`config.mk`:
```
export PLATFORM = sky130hd
export DESIGN_NAME = thumb_block_decoder_core_flat
export DESIGN_NICKNAME = d
export VERILOG_FILES = /design/src/rtl/tbd_pkg.sv /design/src/rtl/tbd_if.sv /design/src/rtl/tbd_decode.sv /design/src/rtl/thumb_block_decoder_core.sv /design/src/flat_wrapper.sv
export SDC_FILE = /design/constraint.sdc
export NUM_CORES = 1
export LEC_CHECK = 0
export ABC_AREA = 1
export ABC_CLOCK_PERIOD_IN_PS = 3600
export BUFFER_PORTS_ARGS = -buffer_cell sky130_fd_sc_hd__buf_4
export CORE_MARGIN = 3
export CORE_UTILIZATION = 48
export CTS_CLUSTER_DIAMETER = 100
export DETAILED_ROUTE_END_ITERATION = 8
export PLACE_DENSITY = 0.73
export SETUP_SLACK_MARGIN = 0.5
export SYNTH_ARGS = -nofsm -noshare
export SYNTH_HDL_FRONTEND = slang
export SYNTH_SLANG_ARGS = --single-unit
```
`constraint.sdc`:
```
create_clock -name clk -period 3.6 [get_ports clk]
set_input_delay 0.18 -clock clk [delete_from_list [all_inputs] [get_ports clk]]
set_output_delay 0.18 -clock clk [all_outputs]
set_load 0.1 [all_outputs]
```
`src/rtl/tbd_pkg.sv`:
```
// Shared types, constants and helpers for the Thumb block decoder.
`default_nettype none
package tbd_pkg;

	// Block limits.
	localparam int MaxBlockInsns = 32;
	localparam int MaxOps        = 64;

	// Counter widths follow from the limits.
	localparam int InsnCntW = $clog2(MaxBlockInsns + 1);
	localparam int OpCntW   = $clog2(MaxOps + 1);

	localparam logic [InsnCntW-1:0] InsnLimit = InsnCntW'(MaxBlockInsns);
	localparam logic [OpCntW-1:0]   OpLimit   = OpCntW'(MaxOps - 1);

	// Input item kinds.
	localparam logic KindStart = 1'b0;
	localparam logic KindInsn  = 1'b1;

	// Marker in the second source field for the immediate operand form.
	localparam logic [7:0] ImmOperand = 8'hFF;

	typedef enum logic [3:0] {
		OP_MOVSHIFT = 4'd0,
		OP_ADDREG   = 4'd1,
		OP_SUBREG   = 4'd2,
		OP_MOVIMM   = 4'd3,
		OP_CMPIMM   = 4'd4,
		OP_ADDIMM   = 4'd5,
		OP_SUBIMM   = 4'd6,
		OP_ALU      = 4'd7,
		OP_BRANCH   = 4'd8,
		OP_EXIT     = 4'd9
	} op_kind_t;

	typedef struct packed {
		op_kind_t    op_kind;
		logic [2:0]  dest_reg;
		logic [2:0]  first_src_reg;
		logic [7:0]  second_src_reg;
		logic [3:0]  op_variant;
		logic [31:0] immediate;
		logic        block_empty;
		logic        last;
	} res_t;

	// Exit op that closes a block.
	function automatic res_t exit_res(input logic empty);
		res_t r;
		r                = '0;
		r.op_kind        = OP_EXIT;
		r.block_empty    = empty;
		r.last           = 1'b1;
		return r;
	endfunction

endpackage
`default_nettype wire

```
`src/rtl/tbd_if.sv`:
```
// Valid/ready channel interfaces for fetched halfwords and decoded ops.
`default_nettype none
interface tbd_in_if;
	logic        valid;
	logic        ready;
	logic        kind;
	logic [31:0] start_address;
	logic [15:0] insn;

	modport source(output valid, kind, start_address, insn, input ready);
	modport sink(input valid, kind, start_address, insn, output ready);
endinterface

interface tbd_out_if;
	import tbd_pkg::*;
	logic        valid;
	logic        ready;
	op_kind_t    op_kind;
	logic [2:0]  dest_reg;
	logic [2:0]  first_src_reg;
	logic [7:0]  second_src_reg;
	logic [3:0]  op_variant;
	logic [31:0] immediate;
	logic        block_empty;
	logic        last;

	modport source(output valid, op_kind, dest_reg, first_src_reg, second_src_reg,
		op_variant, immediate, block_empty, last, input ready);
	modport sink(input valid, op_kind, dest_reg, first_src_reg, second_src_reg,
		op_variant, immediate, block_empty, last, output ready);
endinterface
`default_nettype wire

```
`src/rtl/tbd_decode.sv`:
```
// Combinational decode of one Thumb halfword into an op.
`default_nettype none
module tbd_decode (
	input  logic [15:0]   insn,
	input  logic [31:0]   pc,
	output tbd_pkg::res_t res,
	output logic          supported
);
	import tbd_pkg::*;

	logic [31:0] br_off;

	// Doubled, sign-extended 11-bit offset.
	assign br_off = {{21{insn[10]}}, insn[9:0], 1'b0};

	always_comb begin
		res       = '0;
		supported = 1'b1;
		if (insn[15:13] == 3'b000 && insn[12:11] != 2'b11) begin
			res.op_kind        = OP_MOVSHIFT;
			res.dest_reg       = insn[2:0];
			res.second_src_reg = {5'd0, insn[5:3]};
			res.op_variant     = {2'd0, insn[12:11]};
			res.immediate      = {27'd0, insn[10:6]};
		end else if (insn[15:11] == 5'b00011) begin
			res.op_kind       = insn[9] ? OP_SUBREG : OP_ADDREG;
			res.dest_reg      = insn[2:0];
			res.first_src_reg = insn[5:3];
			if (insn[10]) begin
				res.second_src_reg = ImmOperand;
				res.immediate      = {29'd0, insn[8:6]};
			end else begin
				res.second_src_reg = {5'd0, insn[8:6]};
			end
		end else if (insn[15:13] == 3'b001) begin
			res.op_kind   = op_kind_t'(4'(OP_MOVIMM) + {2'd0, insn[12:11]});
			res.dest_reg  = insn[10:8];
			res.immediate = {24'd0, insn[7:0]};
		end else if (insn[15:10] == 6'b010000) begin
			res.op_kind        = OP_ALU;
			res.dest_reg       = insn[2:0];
			res.second_src_reg = {5'd0, insn[5:3]};
			res.op_variant     = insn[9:6];
		end else if (insn[15:11] == 5'b11100) begin
			res.op_kind   = OP_BRANCH;
			res.immediate = (pc + 32'd4 + br_off) & 32'hFFFF_FFFE;
		end else begin
			supported = 1'b0;
		end
	end

endmodule
`default_nettype wire

```
`src/rtl/thumb_block_decoder_core.sv`:
```
// Top level of the Thumb block decoder: block state, decode stage and result register.
// An accepted item is registered in the input stage and decoded there, and its first
// result is then registered in the result register that drives the output.
// Throughput: one item per cycle while the output is not stalled; a non-branch
// item at a block limit emits two results and holds decode while the exit op goes out.
// Reset: arst_n clears all control state; no block is open after reset.
`default_nettype none
module thumb_block_decoder_core (
	input  logic       clk,
	input  logic       arst_n,
	tbd_in_if.sink     fetch,
	tbd_out_if.source  ops
);
	import tbd_pkg::*;

	// Input stage register.
	logic        s1_valid;
	logic        kind_s1;
	logic [31:0] start_address_s1;
	logic [15:0] insn_s1;

	// Block state.
	logic [31:0]         cursor_q;
	logic [OpCntW-1:0]   op_count_q;
	logic [InsnCntW-1:0] insn_count_q;
	logic                block_open_q;

	// Result register and the pending exit op that follows a limit close.
	res_t out_q;
	logic out_valid_q;
	logic exit_pend_q;

	res_t                dec_res;
	logic                dec_ok;
	logic [OpCntW-1:0]   op_count_nx;
	logic [InsnCntW-1:0] insn_count_nx;
	logic                at_limit;
	logic                slot_free;
	logic                s1_fire;
	logic                step_insn;
	res_t                step_res;
	logic                step_has_res;
	logic                step_need_exit;

	tbd_decode u_decode (
		.insn      (insn_s1),
		.pc        (cursor_q),
		.res       (dec_res),
		.supported (dec_ok)
	);

	// The result register can take a new result when it is empty or being drained.
	// While an exit op is pending, the decode stage waits so ordering is kept.
	assign slot_free   = !out_valid_q || ops.ready;
	assign s1_fire     = s1_valid && slot_free && !exit_pend_q;
	assign fetch.ready = !s1_valid || s1_fire;

	// A halfword only does work while a block is open.
	assign step_insn     = (kind_s1 == KindInsn) && block_open_q;
	assign op_count_nx   = op_count_q + OpCntW'(1);
	assign insn_count_nx = insn_count_q + InsnCntW'(1);
	assign at_limit      = (insn_count_nx >= InsnLimit) || (op_count_nx >= OpLimit);

	// Work out the result of the item in the decode stage.
	always_comb begin
		step_res       = dec_res;
		step_has_res   = step_insn;
		step_need_exit = 1'b0;
		if (!dec_ok) begin
			// Unsupported halfword closes the block; empty if nothing was decoded.
			step_res = exit_res(insn_count_q == '0);
		end else if (dec_res.op_kind == OP_BRANCH) begin
			step_res.last = 1'b1;
		end else begin
			step_need_exit = at_limit;
		end
	end

	always_ff @(posedge clk or negedge arst_n) begin
		if (!arst_n) begin
			s1_valid <= 1'b0;
		end else if (fetch.ready) begin
			s1_valid <= fetch.valid;
		end
	end

	always_ff @(posedge clk) begin
		if (fetch.ready && fetch.valid) begin
			kind_s1          <= fetch.kind;
			start_address_s1 <= fetch.start_address;
			insn_s1          <= fetch.insn;
		end
	end

	// Block state update.
	always_ff @(posedge clk or negedge arst_n) begin
		if (!arst_n) begin
			cursor_q     <= '0;
			op_count_q   <= '0;
			insn_count_q <= '0;
			block_open_q <= 1'b0;
		end else if (s1_fire) begin
			if (kind_s1 == KindStart) begin
				// A start drops any open block silently.
				cursor_q     <= start_address_s1 & 32'hFFFF_FFFE;
				op_count_q   <= '0;
				insn_count_q <= '0;
				block_open_q <= 1'b1;
			end else if (block_open_q) begin
				if (!dec_ok) begin
					block_open_q <= 1'b0;
				end else begin
					cursor_q     <= cursor_q + 32'd2;
					op_count_q   <= op_count_nx;
					insn_count_q <= insn_count_nx;
					if (dec_res.op_kind == OP_BRANCH || at_limit) begin
						block_open_q <= 1'b0;
					end
				end
			end
		end
	end

	// Result register control.
	always_ff @(posedge clk or negedge arst_n) begin
		if (!arst_n) begin
			out_valid_q <= 1'b0;
			exit_pend_q <= 1'b0;
		end else if (exit_pend_q && slot_free) begin
			out_valid_q <= 1'b1;
			exit_pend_q <= 1'b0;
		end else if (s1_fire && step_has_res) begin
			out_valid_q <= 1'b1;
			exit_pend_q <= step_need_exit;
		end else if (ops.ready) begin
			out_valid_q <= 1'b0;
		end
	end

	// Result payload; the exit op after a limit close carries no empty mark.
	always_ff @(posedge clk) begin
		if (exit_pend_q && slot_free) begin
			out_q <= exit_res(1'b0);
		end else if (s1_fire && step_has_res) begin
			out_q <= step_res;
		end
	end

	assign ops.valid          = out_valid_q;
	assign ops.op_kind        = out_q.op_kind;
	assign ops.dest_reg       = out_q.dest_reg;
	assign ops.first_src_reg  = out_q.first_src_reg;
	assign ops.second_src_reg = out_q.second_src_reg;
	assign ops.op_variant     = out_q.op_variant;
	assign ops.immediate      = out_q.immediate;
	assign ops.block_empty    = out_q.block_empty;
	assign ops.last           = out_q.last;

	// A pending exit op always sits behind a result that is on the output.
	a_pend_has_out: assert property (@(posedge clk) disable iff (!arst_n)
		exit_pend_q |-> out_valid_q)
		else $error("exit op pending without a result on the output");

	// The block is already closed when its exit op is pending.
	a_pend_closed: assert property (@(posedge clk) disable iff (!arst_n)
		exit_pend_q |-> !block_open_q)
		else $error("exit op pending while the block is still open");

	// An open block never sits at or beyond its limits.
	a_open_limits: assert property (@(posedge clk) disable iff (!arst_n)
		block_open_q |-> (insn_count_q < InsnLimit) && (op_count_q < OpLimit))
		else $error("open block has reached a limit");

	// A limit close puts the op out with last clear, followed by the exit op.
	a_limit_seq: assert property (@(posedge clk) disable iff (!arst_n)
		$rose(exit_pend_q) |-> !out_q.last && out_q.op_kind != OP_EXIT)
		else $error("limit close did not emit a plain op before the exit");

endmodule
`default_nettype wire
```
`src/flat_wrapper.sv`:
```
// flat-port wrapper written by rule: the top's interface ports become plain ports
module thumb_block_decoder_core_flat import tbd_pkg::*;
  (clk, arst_n, fetch_valid, fetch_kind, fetch_start_address, fetch_insn, fetch_ready, ops_valid, ops_op_kind, ops_dest_reg, ops_first_src_reg, ops_second_src_reg, ops_op_variant, ops_immediate, ops_block_empty, ops_last, ops_ready);
  tbd_in_if fetch_i ();
  tbd_out_if ops_i ();
  input  logic clk;
  input  logic arst_n;
  input wire logic [$bits(fetch_i.valid)-1:0] fetch_valid;
  input wire logic [$bits(fetch_i.kind)-1:0] fetch_kind;
  input wire logic [$bits(fetch_i.start_address)-1:0] fetch_start_address;
  input wire logic [$bits(fetch_i.insn)-1:0] fetch_insn;
  output wire logic [$bits(fetch_i.ready)-1:0] fetch_ready;
  output wire logic [$bits(ops_i.valid)-1:0] ops_valid;
  output wire logic [$bits(ops_i.op_kind)-1:0] ops_op_kind;
  output wire logic [$bits(ops_i.dest_reg)-1:0] ops_dest_reg;
  output wire logic [$bits(ops_i.first_src_reg)-1:0] ops_first_src_reg;
  output wire logic [$bits(ops_i.second_src_reg)-1:0] ops_second_src_reg;
  output wire logic [$bits(ops_i.op_variant)-1:0] ops_op_variant;
  output wire logic [$bits(ops_i.immediate)-1:0] ops_immediate;
  output wire logic [$bits(ops_i.block_empty)-1:0] ops_block_empty;
  output wire logic [$bits(ops_i.last)-1:0] ops_last;
  input wire logic [$bits(ops_i.ready)-1:0] ops_ready;
  assign fetch_i.valid = fetch_valid;
  assign fetch_i.kind = fetch_kind;
  assign fetch_i.start_address = fetch_start_address;
  assign fetch_i.insn = fetch_insn;
  assign fetch_ready = fetch_i.ready;
  assign ops_valid = ops_i.valid;
  assign ops_op_kind = ops_i.op_kind;
  assign ops_dest_reg = ops_i.dest_reg;
  assign ops_first_src_reg = ops_i.first_src_reg;
  assign ops_second_src_reg = ops_i.second_src_reg;
  assign ops_op_variant = ops_i.op_variant;
  assign ops_immediate = ops_i.immediate;
  assign ops_block_empty = ops_i.block_empty;
  assign ops_last = ops_i.last;
  assign ops_i.ready = ops_ready;
  thumb_block_decoder_core u_core (.clk(clk), .arst_n(arst_n), .fetch(fetch_i), .ops(ops_i));
endmodule
```
==> out/results.ini, run 1 <==
[outcome]
outcome=finished clean

[routing]
routed_wirelength_um=24100
ant_nets=0
drt_iter0_markers=666
drt_first_pass_iters=5
num_vias=8705
via_per_inst=5.13
drc=0
wl_per_cell_um=14.2

[logic_synthesis]
netlist_area_mm2=0.00938
synth_seq_area_share=0.393
post_synth.cell_area_avg_um2=7.35
synth_cell_types=44
yosysWarnings=0
syn_inst=1276
yosys_register_bits=148
synth_fp_nets=1396

[sta]
slew_violations=0
period_minus_slack_ps=2770
clock_skew_ps=9.75
post-route-period-util=0.768
rsz0062_at_grt=false
fin_tns_setup_ps=0
final-hold-violation-count=0
max_slew_margin=0.502
worst_slack_ps=834
tightest_slew_ps=746
finalSetupViolations=0
max_freq_mhz=362

[clocking]
tritoncts.num_buffers=17
post_cts_resized=0
clkTransAtPathRegs_ps=60
root_buffer=clkbuf_16
cts_tree=built
h-tree-depth=4
cts.sinks=148
clk_latency_ps=430
clockBufferDepth=2

[final_layout]
multi_input_area_mm2=0.00489
diodes=0
layout_commonest_cell=nand2_1
regArea_mm2=0.00368
num-fill-cells=1729
area_delta_synth_final_pct=21.8
layout_common_cells=nand2_1, inv_1, nand3_1, buf_4, nor2_1
largest_reg_flops=32
layout.cells.non_filler=1698
drive_above_1_share=0.126
utilization=0.603
nets=1545

[pwr]
p_leak_nw=5.47
power_density_mw_per_mm2=627
ir_worst_vdd_mv=0.353
total_power_mw=7.17

[setup_path]
rrSetupSlack_ps=830
path_class=reg -> reg
r2r_end=u_core.ops.immediate[18]
endpoint_kind=flip-flop
start_kind=flip-flop
crit_top_cell=nand2_1
reg2reg_from=u_core.cursor_q[2]
crit_chain=inv_1, ha_1, inv_1, ha_1, fa_1, nand3_1, nand3_1, nand2_1, nand2_1, nand2_1, nand2_1, or2_2, nand3_1, a21oi_1
worstPathMaxFanout=6
worstPathArrival_ps=3050
rr_worst_depth=14
cp_data_required_time_ps=3880
slowest_delay_ps=460
cp_slowest_cell=fa_1

[global_route]
grt_pass1_vias=8107
grt_antenna_before_repair=0
grt.total_usage=0.227
gr-total-overflow=0
grt_pass1_wl_um=39800
grt_max_degree=49

[floorplan]
die-width_um=146
start_util=0.495
core_area_mm2=0.0190
die_area_mm2=0.0213
rows=50
ios=111
fp.dieH_um=146

[hold_path]
holdCritPathClass=in -> reg
hold_end=u_core.ops.valid
hold_path_depth=6
min_from=ops_ready

[place]
hpwl_um=17600
port_buffers=109
place_ws_ps=635
place_inst=1615
gp_congestion=0.930

[flow_run]
drv_cap=0

[where the power goes]
group          total (mW)  switching (mW)  internal, mW
registers            2.27           0.289          1.99
clock network        1.66           0.712         0.950
logic                3.23            2.21          1.02
[cell families after synthesis]
| group | Yosys count | share of synthesized area |
|---|---|---|
| and+or+nand+nor | 663 | 0.307 |
| buffers and inverters | 203 | 0.0876 |
| AOI/OAI and AO/OA | 175 | 0.103 |
| DFF | 148 | 0.393 |
| adders and majority gates | 67 | 0.0901 |
| xor gates and xnor gates | 18 | 0.0168 |
| muxes | 2 | 0.00213 |
[metrics by stage]
| step | hold slack, ps | instance area [µm²] |
|---|---|---|
| after floorplan | -116 | 9390 |
| after global placement | 240 | 10400 |
| after detailed placement | 241 | 10400 |
| after CTS | 198 | 11400 |
| after global routing | 315 | 11400 |
| final | 220 | 11400 |
[worst max-delay path, delay by kind of cell (launching register included)]
family                     cells  cell delay (ps)
and+or+nand+nor                8             1030
DFF                            1              410
AOI/OAI and AO/OA              1               60
buffers and inverters          2              120
adders and majority gates      3              990
[cell type report]
cell class              instances  share of cell area
repair buffers                164               0.119
clock buffers                  20              0.0382
inverters                     169              0.0555
clock inverters                12             0.00908
multi-input cells             925               0.428
well taps                     260              0.0285
flip-flops and latches        148               0.322
[how the worst max path moves through the flow]
| stage | endpoint | slack (ps) | cells past startpoint | from |
|---|---|---|---|---|
| after CTS | u_core.ops.immediate[27] | 590 | 12 | u_core.insn_s1[10] |
| after global placement | u_core.ops.immediate[27] | 680 | 12 | u_core.insn_s1[10] |
| after detailed placement | u_core.ops.immediate[27] | 640 | 12 | u_core.insn_s1[10] |
| after global routing | u_core.ops.immediate[31] | 620 | 14 | u_core.insn_s1[10] |
| final | u_core.ops.immediate[18] | 830 | 14 | u_core.cursor_q[2] |
| after floorplan | u_core.insn_s1[0] | 710 | 3 | u_core.ops.valid |
[cell usage after synthesis]
cell         n  share of area
a21o_1       1        0.00080
a21oi_1     77          0.041
a31oi_1      7         0.0047
a32oi_1      1        0.00093
and2_1       2         0.0013
buf_1        2        0.00080
buf_2        6         0.0032
buf_4        8         0.0064
buf_6        3         0.0036
clkbuf_1    15         0.0060
clkinv_1     1        0.00040
dfrtp_1     48           0.13
dfxtp_1     52           0.11
edfxtp_1    48           0.15
fa_1         1         0.0021
ha_1        66          0.088
inv_1      162          0.065
inv_2        6         0.0024
mux2i_1      2         0.0021
nand2_1    391           0.16
nand2_2      2         0.0013
nand2_4      2         0.0024
nand3_1    113          0.060
nand3_4      2         0.0037
nand3b_1     7         0.0056
nand4_1     14         0.0093
nand4_4      1         0.0023
nor2_1      84          0.034
nor2_2       3         0.0020
nor2_4       5         0.0060
nor3_1      18         0.0096
nor3_2       2         0.0021
o2111ai_1    2         0.0019
o211ai_1    21          0.017
o21ai_0     47          0.025
o21ai_1      8         0.0043
o21bai_1     2         0.0016
o221ai_1     1        0.00093
o22ai_1      7         0.0047
o31ai_1      1        0.00080
or2_0        1        0.00067
or2_2       16          0.011
xnor2_1      5         0.0047
xor2_1      13          0.012
[per-layer routing]
layer | track usage | part of all wire | up-vias
met5 | 0 | 0 | -
met4 | 0.0684 | 0.020 | 0
met3 | 0.0408 | 0.047 | 37
met2 | 0.360 | 0.46 | 235
met1 | 0.318 | 0.48 | 3948
li1 | - | - | 4485
[timing repair]
item / in CTS / in global routing
hold buffers: 50 / 0
endpoints found under the setup margin: 0 / 20
setup buffers: 0 / 1
endpoints found under the hold margin: 97 / 0
No activity file was read; power rests on OpenSTA's default activity.
==> inputs of run 2 (changes only) <==
ABC_CLOCK_PERIOD_IN_PS = 2500   (was 3600)
clock period = 2.5 ns   (was 3.6 ns; I/O delays follow)
==> out/results.ini, run 2 (synthesized netlist as in run 1, its figures left out) <==
[place]
placed_area_mm2=0.0109  ; +5.2%
gp_congestion=0.931  ; +0.13%
port_buffers=109  ; unchanged
place_inst=1633  ; +1.1%
hpwl_um=18300  ; +4.2%

[floorplan]
core_area_mm2=0.0190  ; unchanged
fp.dieH_um=146  ; unchanged
ios=111  ; unchanged
die-width_um=146  ; unchanged
die_area_mm2=0.0213  ; unchanged
rows=50  ; unchanged
start_util=0.495  ; unchanged

[clocking]
root_buffer=clkbuf_16
h-tree-depth=4  ; unchanged
cts.sinks=148  ; unchanged
cts_tree=built
clkTransAtPathRegs_ps=70  ; about the same
clockBufferDepth=2  ; unchanged
clk_latency_ps=440  ; about the same
tritoncts.num_buffers=17  ; unchanged

[routing]
via_per_inst=5.30  ; +3.4%
num_vias=9221  ; +5.9%
drt_iter0_markers=895  ; +34%
wl_per_cell_um=15.4  ; +8.7%
routed_wirelength_um=26800  ; +11%
ant_nets=0  ; unchanged
drc=0  ; unchanged
drt_first_pass_iters=7  ; +2

[global_route]
grt_pass1_vias=8527  ; +5.2%
grt_max_degree=52  ; +6.1%
grt_antenna_before_repair=0  ; unchanged
grt.total_usage=0.243  ; +0.0156
gr-total-overflow=0  ; unchanged
grt_pass1_wl_um=42600  ; +6.9%

[setup_path]
endpoint_kind=flip-flop
cp_data_required_time_ps=2780  ; -1100 ps
worstPathMaxFanout=24  ; +18
path_class=reg -> reg
start_kind=flip-flop
rrSetupSlack_ps=120  ; -710 ps
worstPathArrival_ps=2660  ; -390 ps

[sta]
tightest_slew_ps=746  ; +0.704 ps
period_minus_slack_ps=2380  ; -389 ps
max_slew_margin=0.502  ; about the same
hold-worst-slack_ps=113  ; -107 ps
finalSetupViolations=0  ; unchanged
rsz0062_at_grt=true
post-route-period-util=0.951  ; +0.182
clock_skew_ps=12.2  ; +2.41 ps
slew_violations=0  ; unchanged
fin_tns_setup_ps=0  ; unchanged
max_freq_mhz=421  ; +16%
final-hold-violation-count=0  ; unchanged

[final_layout]
drive_above_1_share=0.246  ; +0.120
largest_reg_flops=32  ; unchanged
layout_commonest_cell=nand2_1
layout_common_cells=nand2_1, inv_1, buf_4
nets=1586  ; +2.7%
diodes=0  ; unchanged
final_cell_area_mm2=0.0127  ; +11%
layout.cells.non_filler=1739  ; +2.4%
area_delta_synth_final_pct=35.4

[pwr]
p_sw_mw=5.43  ; +69%
power_density_mw_per_mm2=957  ; +53%
clockPowerShare=0.213  ; -0.019
swShare=0.446  ; -0.00144
pwr-share-comb=0.519  ; +0.068
p_leak_nw=5.76  ; +5.2%
intPower_mw=6.73  ; +70%
ir_worst_vdd_mv=0.616  ; +74%
total_power_mw=12.2  ; +70%
seq_power_share=0.268  ; -0.049

[outcome]
outcome=finished clean

[hold_path]
holdCritPathClass=in -> reg

[flow_run]
drv_cap=0  ; unchanged

run 2: cell count changes in the layout (fill, tap and decap cells not counted), sizes merged:
cell	change
clkbuf	-3
buf	+40
inv	-1
nand2	+1
bufinv	+1
clkinvlp	+3
run 2: what timing repair did:
item	CTS	global route
hold buffers	50	0
pin swaps	15	14
setup buffers	13	10
endpoints found under the hold margin	97	0
setup endpoints to repair	68	67
resized for setup	69	42
gates cloned	0	1
run 2: stage by stage:
stage               setup WS, ps   util
global placement             118  0.576
detailed placement          72.7  0.576
floorplan                    240      -
global route               -10.2  0.670
CTS                          201  0.657
finish                       123  0.670
run 2: cell type report:
cell class              count  area [µm²]
multi-input cells         926        5770
flip-flops and latches    148        3690
repair buffers            204        1690
clock buffers              17         425
fillers                  1539        6250
clock inverters            15         154
inverters                 169         642
well taps                 260         325
run 2: path summary, 6_finish.rpt:
kind                                             to  cells after the start                startpoint
setup / recovery           u_core.ops.immediate[27]                     13        u_core.insn_s1[10]
hold / removal                     u_core.ops.valid                      6                 ops_ready
setup reg to reg           u_core.ops.immediate[27]                     13        u_core.insn_s1[10]
hold reg to reg            u_core.ops.immediate[24]                      2  u_core.ops.immediate[24]
max in group asynchronous        u_core.cursor_q[1]                      2                    arst_n
min in group asynchronous    u_core.insn_count_q[0]                      2                    arst_n
run 2: power groups by stage:
stage	sequential, mW	clock, mW	combinational, mW
2_1_floorplan	4.05	0	3.24
3_3_place_gp	3.25	0	5.15
3_5_place_dp	3.27	0	5.23
4_1_cts	3.23	2.62	5.85
5_1_grt	3.30	2.74	6.82
6_report	3.25	2.59	6.31
run 2: worst max-delay path, cell delays in order (launching register included):
cell      delay, ps
edfxtp_1        410
buf_12          190
ha_1            330
ha_4            340
nand2_2         100
inv_2            80
nand2_2          80
nor3_4          190
and2_1          170
nand2_1          70
nand2_1          70
nand2_1          40
nand3_1          90
a21oi_1          70
run 2: metal layers:
metal	wire, µm	share of wire	vias to the layer above	global-route usage
li1	-	-	4557	-
met1	12000	0.45	4251	0.340
met2	12600	0.47	350	0.390
met3	1590	0.059	63	0.0355
met4	652	0.024	0	0.0764
met5	0	0	-	0
